==> config.mk <==
export PLATFORM = sky130hd
export DESIGN_NAME = timing_fork_monitor_flat
export DESIGN_NICKNAME = d
export VERILOG_FILES = /design/src/rtl/tfm_pkg.sv /design/src/rtl/tfm_ifs.sv /design/src/rtl/timing_fork_monitor.sv /design/src/flat_wrapper.sv
export SDC_FILE = /design/constraint.sdc
export NUM_CORES = 1
export LEC_CHECK = 0
export BUFFER_PORTS_ARGS = -buffer_cell sky130_fd_sc_hd__buf_2
export CAP_MARGIN = 20
export CORE_UTILIZATION = 55
export DETAILED_ROUTE_END_ITERATION = 6
export GPL_TIMING_DRIVEN = 0
export PLACE_DENSITY = 0.75
export SYNTH_ARGS = -nofsm -noshare
export SYNTH_HDL_FRONTEND = slang
export SYNTH_SLANG_ARGS = --single-unit
==> constraint.sdc <==
create_clock -name clk_i -period 9.3 [get_ports clk_i]
set_clock_uncertainty 0.2 [all_clocks]
set_input_delay 1.86 -clock clk_i [delete_from_list [all_inputs] [get_ports clk_i]]
set_output_delay 1.86 -clock clk_i [all_outputs]
set_load 0.01 [all_outputs]
==> src/rtl/tfm_pkg.sv <==
// ----------------------------------------------------------------------------
// tfm_pkg: shared types and constants of the timing fork monitor
// Field widths, edge and level codes, violation codes and register indexes.
// ----------------------------------------------------------------------------
package tfm_pkg;

  localparam int unsigned TIME_W     = 32;  // width of the time stamp arithmetic
  localparam int unsigned NOW_W      = 32;  // width of the now_time field
  localparam int unsigned NODE_W     = 16;
  localparam int unsigned LEVEL_W    = 2;
  localparam int unsigned EDGE_W     = 2;
  localparam int unsigned MARGIN_W   = 16;
  localparam int unsigned VIOL_W     = 2;
  localparam int unsigned CFG_IDX_W  = 3;
  localparam int unsigned CFG_DATA_W = 16;

  typedef enum logic [LEVEL_W-1:0] {
    LVL_LOW     = 2'd0,
    LVL_HIGH    = 2'd1,
    LVL_UNKNOWN = 2'd2,
    LVL_INVALID = 2'd3
  } level_e;

  typedef enum logic [EDGE_W-1:0] {
    EDGE_BOTH  = 2'd0,
    EDGE_RISE  = 2'd1,
    EDGE_FALL  = 2'd2,
    EDGE_ANY   = 2'd3
  } edge_e;

  typedef enum logic [VIOL_W-1:0] {
    VIOL_NONE   = 2'd0,
    VIOL_ORDER  = 2'd1,
    VIOL_MARGIN = 2'd2
  } viol_e;

  typedef enum logic [CFG_IDX_W-1:0] {
    REG_ROOT_NODE    = 3'd0,
    REG_FIRST_NODE   = 3'd1,
    REG_SECOND_NODE  = 3'd2,
    REG_ROOT_EDGES   = 3'd3,
    REG_FIRST_EDGES  = 3'd4,
    REG_SECOND_EDGES = 3'd5,
    REG_MARGIN       = 3'd6
  } cfg_reg_e;

  // A high level qualifies unless only falling edges count, a low level unless
  // only rising edges count; an unknown level never qualifies.
  function automatic logic edge_qualifies(logic [EDGE_W-1:0] code,
                                          logic [LEVEL_W-1:0] level);
    logic q;
    q = 1'b0;
    if (level == LVL_HIGH) begin
      q = (code != EDGE_FALL);
    end else if (level == LVL_LOW) begin
      q = (code != EDGE_RISE);
    end
    return q;
  endfunction

endpackage

==> src/rtl/tfm_ifs.sv <==
// ----------------------------------------------------------------------------
// tfm_ifs: channel interfaces of the timing fork monitor
// Event input, result output and register write channels.
// ----------------------------------------------------------------------------
interface tfm_evt_if;
  logic                          valid;
  logic                          ready;
  logic [tfm_pkg::NODE_W-1:0]    node_id;
  logic [tfm_pkg::LEVEL_W-1:0]   new_value;
  logic [tfm_pkg::NOW_W-1:0]     now_time;
  logic                          in_reset;

  modport source (output valid, node_id, new_value, now_time, in_reset, input ready);
  modport sink   (input valid, node_id, new_value, now_time, in_reset, output ready);
endinterface

interface tfm_res_if;
  logic                          valid;
  logic                          ready;
  logic [tfm_pkg::VIOL_W-1:0]    violation;

  modport source (output valid, violation, input ready);
  modport sink   (input valid, violation, output ready);
endinterface

interface tfm_cfg_if;
  logic                            valid;
  logic                            ready;
  logic [tfm_pkg::CFG_IDX_W-1:0]   index;
  logic [tfm_pkg::CFG_DATA_W-1:0]  data;

  modport source (output valid, index, data, input ready);
  modport sink   (input valid, index, data, output ready);
endinterface

==> src/rtl/timing_fork_monitor.sv <==
// ----------------------------------------------------------------------------
// timing_fork_monitor: order and margin checker for one timing fork
// Watches root -> (first before second) over a stream of signal changes.
// ----------------------------------------------------------------------------
// One signal change is taken per clock while the output is not stalled and gives
// exactly one result. An event is held in the input register, where three id
// compares and one TIME_W+1 bit add/compare against the stored stamp update the
// fork phase; the result register follows the input register. The phase loop
// closes through the phase register, so back-to-back events see each other's
// effect. Register writes are always accepted and take effect on the next
// cycle; write them only while no event is in flight.
module timing_fork_monitor (
  input  logic clk_i,
  input  logic rst_ni,
  tfm_evt_if.sink   evt_i,
  tfm_res_if.source res_o,
  tfm_cfg_if.sink   cfg_i
);

  typedef enum logic [1:0] {
    PH_INACTIVE = 2'd0,
    PH_ARMED    = 2'd1,
    PH_PENDING  = 2'd2,
    PH_TIMING   = 2'd3
  } phase_e;

  // configuration
  logic [tfm_pkg::NODE_W-1:0]   root_node_q, first_node_q, second_node_q;
  logic [tfm_pkg::EDGE_W-1:0]   root_edges_q, first_edges_q, second_edges_q;
  logic [tfm_pkg::MARGIN_W-1:0] margin_q;

  // input register
  logic                         in_valid_q;
  logic [tfm_pkg::NODE_W-1:0]   node_q;
  logic [tfm_pkg::LEVEL_W-1:0]  level_q;
  logic [tfm_pkg::TIME_W-1:0]   now_q;
  logic                         rst_flag_q;

  // fork state
  phase_e                       phase_q, phase_d;
  logic [tfm_pkg::TIME_W-1:0]   stamp_q, stamp_d;

  // result register
  logic                         out_valid_q;
  logic [tfm_pkg::VIOL_W-1:0]   viol_q, viol_d;

  logic out_free;
  logic advance;
  logic evt_xfer;
  logic [tfm_pkg::TIME_W:0] limit;

  assign out_free = !out_valid_q || res_o.ready;
  assign advance  = in_valid_q && out_free;
  assign evt_xfer = evt_i.valid && evt_i.ready;

  assign evt_i.ready     = !in_valid_q || out_free;
  assign cfg_i.ready     = 1'b1;
  assign res_o.valid     = out_valid_q;
  assign res_o.violation = viol_q;

  // Root, then first, then second, each seeing the phase the previous left.
  always_comb begin
    phase_d = phase_q;
    stamp_d = stamp_q;
    viol_d  = tfm_pkg::VIOL_NONE;
    limit   = '0;
    if (!rst_flag_q) begin
      if (node_q == root_node_q) begin
        phase_d = tfm_pkg::edge_qualifies(root_edges_q, level_q) ? PH_ARMED : PH_INACTIVE;
      end
      if (node_q == first_node_q && phase_d != PH_INACTIVE &&
          tfm_pkg::edge_qualifies(first_edges_q, level_q)) begin
        case (phase_d)
          PH_PENDING: begin
            viol_d  = tfm_pkg::VIOL_ORDER;
            phase_d = PH_INACTIVE;
          end
          PH_ARMED: begin
            if (margin_q != '0) begin
              stamp_d = now_q;
              phase_d = PH_TIMING;
            end
          end
          PH_TIMING: begin
            stamp_d = now_q;
          end
          default: begin
            phase_d = PH_INACTIVE;
          end
        endcase
      end
      // without wrap: stamp + margin > now
      limit = {1'b0, stamp_d} + (tfm_pkg::TIME_W + 1)'(margin_q);
      if (node_q == second_node_q && phase_d != PH_INACTIVE &&
          tfm_pkg::edge_qualifies(second_edges_q, level_q)) begin
        if (phase_d == PH_TIMING) begin
          if (limit > {1'b0, now_q}) begin
            viol_d  = tfm_pkg::VIOL_MARGIN;
            phase_d = PH_INACTIVE;
          end
        end else begin
          phase_d = PH_PENDING;
        end
      end
    end
  end

  always_ff @(posedge clk_i or negedge rst_ni) begin
    if (!rst_ni) begin
      root_node_q    <= '0;
      first_node_q   <= '0;
      second_node_q  <= '0;
      root_edges_q   <= '0;
      first_edges_q  <= '0;
      second_edges_q <= '0;
      margin_q       <= '0;
      in_valid_q     <= 1'b0;
      out_valid_q    <= 1'b0;
      phase_q        <= PH_INACTIVE;
      stamp_q        <= '0;
    end else begin
      if (cfg_i.valid) begin
        case (cfg_i.index)
          tfm_pkg::REG_ROOT_NODE:    root_node_q    <= cfg_i.data;
          tfm_pkg::REG_FIRST_NODE:   first_node_q   <= cfg_i.data;
          tfm_pkg::REG_SECOND_NODE:  second_node_q  <= cfg_i.data;
          tfm_pkg::REG_ROOT_EDGES:   root_edges_q   <= cfg_i.data[tfm_pkg::EDGE_W-1:0];
          tfm_pkg::REG_FIRST_EDGES:  first_edges_q  <= cfg_i.data[tfm_pkg::EDGE_W-1:0];
          tfm_pkg::REG_SECOND_EDGES: second_edges_q <= cfg_i.data[tfm_pkg::EDGE_W-1:0];
          tfm_pkg::REG_MARGIN:       margin_q       <= cfg_i.data;
          default: ;
        endcase
      end
      // input stage
      if (evt_xfer) begin
        in_valid_q <= 1'b1;
      end else if (advance) begin
        in_valid_q <= 1'b0;
      end
      // fork state and result stage
      if (advance) begin
        phase_q     <= phase_d;
        stamp_q     <= stamp_d;
        out_valid_q <= 1'b1;
      end else if (res_o.ready) begin
        out_valid_q <= 1'b0;
      end
    end
  end

  // payload registers
  always_ff @(posedge clk_i) begin
    if (evt_xfer) begin
      node_q     <= evt_i.node_id;
      level_q    <= evt_i.new_value;
      now_q      <= tfm_pkg::TIME_W'(evt_i.now_time);
      rst_flag_q <= evt_i.in_reset;
    end
    if (advance) begin
      viol_q <= viol_d;
    end
  end

endmodule

==> src/flat_wrapper.sv <==
// flat-port wrapper written by rule: the top's interface ports become plain ports
module timing_fork_monitor_flat 
  (clk_i, rst_ni, evt_i_valid, evt_i_node_id, evt_i_new_value, evt_i_now_time, evt_i_in_reset, evt_i_ready, res_o_valid, res_o_violation, res_o_ready, cfg_i_valid, cfg_i_index, cfg_i_data, cfg_i_ready);
  tfm_evt_if evt_i_i ();
  tfm_res_if res_o_i ();
  tfm_cfg_if cfg_i_i ();
  input  logic clk_i;
  input  logic rst_ni;
  input wire logic [$bits(evt_i_i.valid)-1:0] evt_i_valid;
  input wire logic [$bits(evt_i_i.node_id)-1:0] evt_i_node_id;
  input wire logic [$bits(evt_i_i.new_value)-1:0] evt_i_new_value;
  input wire logic [$bits(evt_i_i.now_time)-1:0] evt_i_now_time;
  input wire logic [$bits(evt_i_i.in_reset)-1:0] evt_i_in_reset;
  output wire logic [$bits(evt_i_i.ready)-1:0] evt_i_ready;
  output wire logic [$bits(res_o_i.valid)-1:0] res_o_valid;
  output wire logic [$bits(res_o_i.violation)-1:0] res_o_violation;
  input wire logic [$bits(res_o_i.ready)-1:0] res_o_ready;
  input wire logic [$bits(cfg_i_i.valid)-1:0] cfg_i_valid;
  input wire logic [$bits(cfg_i_i.index)-1:0] cfg_i_index;
  input wire logic [$bits(cfg_i_i.data)-1:0] cfg_i_data;
  output wire logic [$bits(cfg_i_i.ready)-1:0] cfg_i_ready;
  assign evt_i_i.valid = evt_i_valid;
  assign evt_i_i.node_id = evt_i_node_id;
  assign evt_i_i.new_value = evt_i_new_value;
  assign evt_i_i.now_time = evt_i_now_time;
  assign evt_i_i.in_reset = evt_i_in_reset;
  assign evt_i_ready = evt_i_i.ready;
  assign res_o_valid = res_o_i.valid;
  assign res_o_violation = res_o_i.violation;
  assign res_o_i.ready = res_o_ready;
  assign cfg_i_i.valid = cfg_i_valid;
  assign cfg_i_i.index = cfg_i_index;
  assign cfg_i_i.data = cfg_i_data;
  assign cfg_i_ready = cfg_i_i.ready;
  timing_fork_monitor u_core (.clk_i(clk_i), .rst_ni(rst_ni), .evt_i(evt_i_i), .res_o(res_o_i), .cfg_i(cfg_i_i));
endmodule
==> results.yml <==
placed_design:
  io_buffers: 76
  routabilityCongestion: 0.907
  dp_hpwl_um: 14900
synthesis:
  ys_warn_count: 0
  syn_area_per_cell_sq_um: 11.5
  ys.flop_type: "dfrtp_1"
  synth-seq-area-share_pct: 48.5
  synthArstFlopShare_pct: 66.7
  synth_nets: 887
  synth-seq-cells: 159
  netlist_instances: 762
  synth_area_sq_um: 8750
  synth_edf_count: 53
  synth_cell_type_count: 62
critical_path:
  worstPathRequired_ns: 9.26
  worstSetupStartpointType: "flop"
  critPathCaptureType: "flop"
  cpPeakStageDelay_ns: 0.66
  critPathMaxFanout: 10
  cp.buffers_inverters: 2
  slowest_stage: "a41oi_1"
  cp.arrival_ns: 8.46
  cpLargestDelayFamily: "compound AO/OA/AOI/OAI gates"
  path_class: "reg -> reg"
floorplanning:
  core.rowCount: 45
  start_util_pct: 56.9
  core_sq_um: 15400
  die_x_um: 128
  ioPinCount: 80
  die_h_um: 128
  die_area_sq_um: 16400
clocking:
  clock-sinks: 159
  ctsHoldBuffers: 0
  clockRootBuffer: "clkbuf_16"
  ctsResizeCount: 0
  cts_setup_buffers: 0
  cts_tree: "built"
  insertion_delay_ns: 0.43
  cts_buffer_depth: 2
  h-tree-depth: 4
  numCtsBuffers: 17
  clkTransAtPathRegs_ns: 0.07
global_routing:
  antenna_found_initial: 0
  grt_overflow: 0
  grt_pass1_wl_um: 32200
  use_met2_pct: 45.2
  gr-max-usage-layer: "met2"
  grt_pass1_vias: 6354
  grt_max_degree: 57
  met1_usage_pct: 31.6
  globalRouteMet3Util_pct: 5.22
  grt_usage_pct: 25.8
timing:
  setup_viol: 0
  min_period_ns: 8.50
  hold_viol: 0
  fmax_mhz: 118
  tns_ns: 0
  max_slew_margin_pct: 31.1
  maxSlewViolCount: 0
  worst_pin_slew_ns: 1.03
  rsz0062_at_grt: "no"
  fin_crit_sh_pct: 91.4
detailed_routing:
  via_per_inst: 5.70
  routed_wl_um: 19800
  routedWlPerCell_um: 18.3
  dr.first_iter.drc_count: 283
  dr.pass1.iters: 5
  vias: 6181
  antenna_left: 0
  route.detailed.drc: 0
finish:
  fin_util_pct: 65.2
  regArea_sq_um: 4240
  layout_common_cells: "106 x dfrtp_1, 89 x mux2_2, 86 x nand2_1"
  final_common_cell: "dfrtp_1"
  multi_input_area_sq_um: 4270
  areaGrowthSynthToFinish_pct: 14.5
  fill_cells: 1186
  drive_gt1_share_pct: 25.5
  fin_nets: 986
  n_antenna_cell: 0
power_and_ir_drop:
  vdd_ir_drop_max_mv: 0.170
  p_leak_nw: 4.30
  p_per_area_nw_per_um2: 184
job:
  maxCapViolations: 0
outcome:
  status: "complete, no violations"
min_path:
  hp-class: "reg -> reg"
## synthesized netlist by cell type (2+ instances only)
library cell,n,area [sq um]
nor4_2,2,25.0
nor2_1,23,86.3
o211ai_1,2,15.0
nor3_2,3,30.0
nand2_1,86,323
a21o_1,13,97.6
nor3b_1,3,22.5
clkbuf_1,13,48.8
inv_1,38,143
nand4b_1,3,26.3
o21bai_1,3,22.5
nor3_1,10,50.1
nor4_1,13,81.3
buf_2,4,20.0
nor2b_1,2,12.5
xnor2_1,69,604
ha_1,49,613
nand3_1,17,85.1
a31o_2,2,17.5
buf_6,2,22.5
nor4b_1,4,35.0
and3_1,5,31.3
or3_1,2,12.5
nand4_1,18,113
a31oi_1,2,12.5
mux2_2,89,1000
o21a_1,3,22.5
a2111oi_0,2,17.5
edfxtp_1,53,1590
o22ai_1,2,12.5
o21ai_0,25,125
a211oi_1,3,22.5
nor4b_2,2,30.0
a22o_1,2,17.5
xor2_1,16,140
nand2b_1,11,68.8
mux2i_1,16,160
dfrtp_1,106,2650
a21oi_1,21,105
## state kept, by name (all words and copies together), names as in the netlist, 16 cells and up
| register | count |
|---|---|
| u_core.now_q | 32 |
| u_core.second_node_q | 16 |
| u_core.node_q | 16 |
| u_core.first_node_q | 16 |
| u_core.stamp_q | 32 |
| u_core.margin_q | 16 |
| u_core.root_node_q | 16 |
## report_power, final
part	internal (W)	switching, W
sequential	0.000811	0.0000730
combinational	0.000151	0.000141
clock	0.000375	0.000291
## worst paths after layout
check,startpoint,endpoint,slack (ns),depth (start not counted)
max in group asynchronous,rst_ni,u_core.second_node_q[3]$_DFFE_PN0P_,6.89,2
worst min register to register,u_core.stamp_q[8]$_DFFE_PN0P_,u_core.stamp_q[8]$_DFFE_PN0P_,0.27,2
worst max register to register,u_core.node_q[11]$_DFFE_PP_,u_core.res_o.violation[1]$_SDFFCE_PP0P_,0.80,27
worst min-delay path,u_core.stamp_q[8]$_DFFE_PN0P_,u_core.stamp_q[8]$_DFFE_PN0P_,0.27,2
min in group asynchronous,rst_ni,u_core.stamp_q[11]$_DFFE_PN0P_,1.29,1
worst max-delay path,u_core.node_q[11]$_DFFE_PP_,u_core.res_o.violation[1]$_SDFFCE_PP0P_,0.80,27
## worst reg2reg max path: cells and delay by family (launching register included)
family          cells  cell delay (ns)
compound gates     11             3.02
xor+xnor            2             0.49
fa+ha+maj           3             0.95
buf+inv             2             1.03
flops               1             0.47
mux                 3             0.73
simple gates        6             1.37
## layer usage
| layer | up-vias | wire length [um] |
|---|---|---|
| met2 | 164 | 10100 |
| met5 | - | 0 |
| met3 | 33 | 812 |
| met4 | 0 | 518 |
| met1 | 3063 | 8440 |
| li1 | 2921 | - |
## logic make-up after synthesis
family	share of synthesized area (%)
other	0.0429
AO/OA/AOI/OAI	6.85
XOR/XNOR	8.51
flip-flops	48.5
buffers and inverters	2.76
adder cells (fa/ha/maj)	7.23
multiplexers	13.3
AND/OR/NAND/NOR	12.8
## final cells by class
class	count	share of cell area, %
repair buffers	80	4.42
clock inverters	12	1.29
multi-input cells	545	42.6
plain buffers	20	0.986
inverters	38	1.42
flip-flops and latches	159	42.4
well taps	211	2.63
clock buffers	19	4.32
## through the flow
stage	area, sq um	hold slack [ns]	total power [W]	worst slack (ns)	instances
after detailed placement	9450	0.258	0.00118	0.891	1052
after global placement	9400	0.253	0.00117	0.932	1049
after floorplan	8750	0.242	0.00108	2.53	762
after CTS	10000	0.274	0.00185	0.840	1083
final	10000	0.273	0.00184	0.802	1084
after global routing	10000	0.302	0.00193	0.416	1084
(Power assumes the default switching activity.)
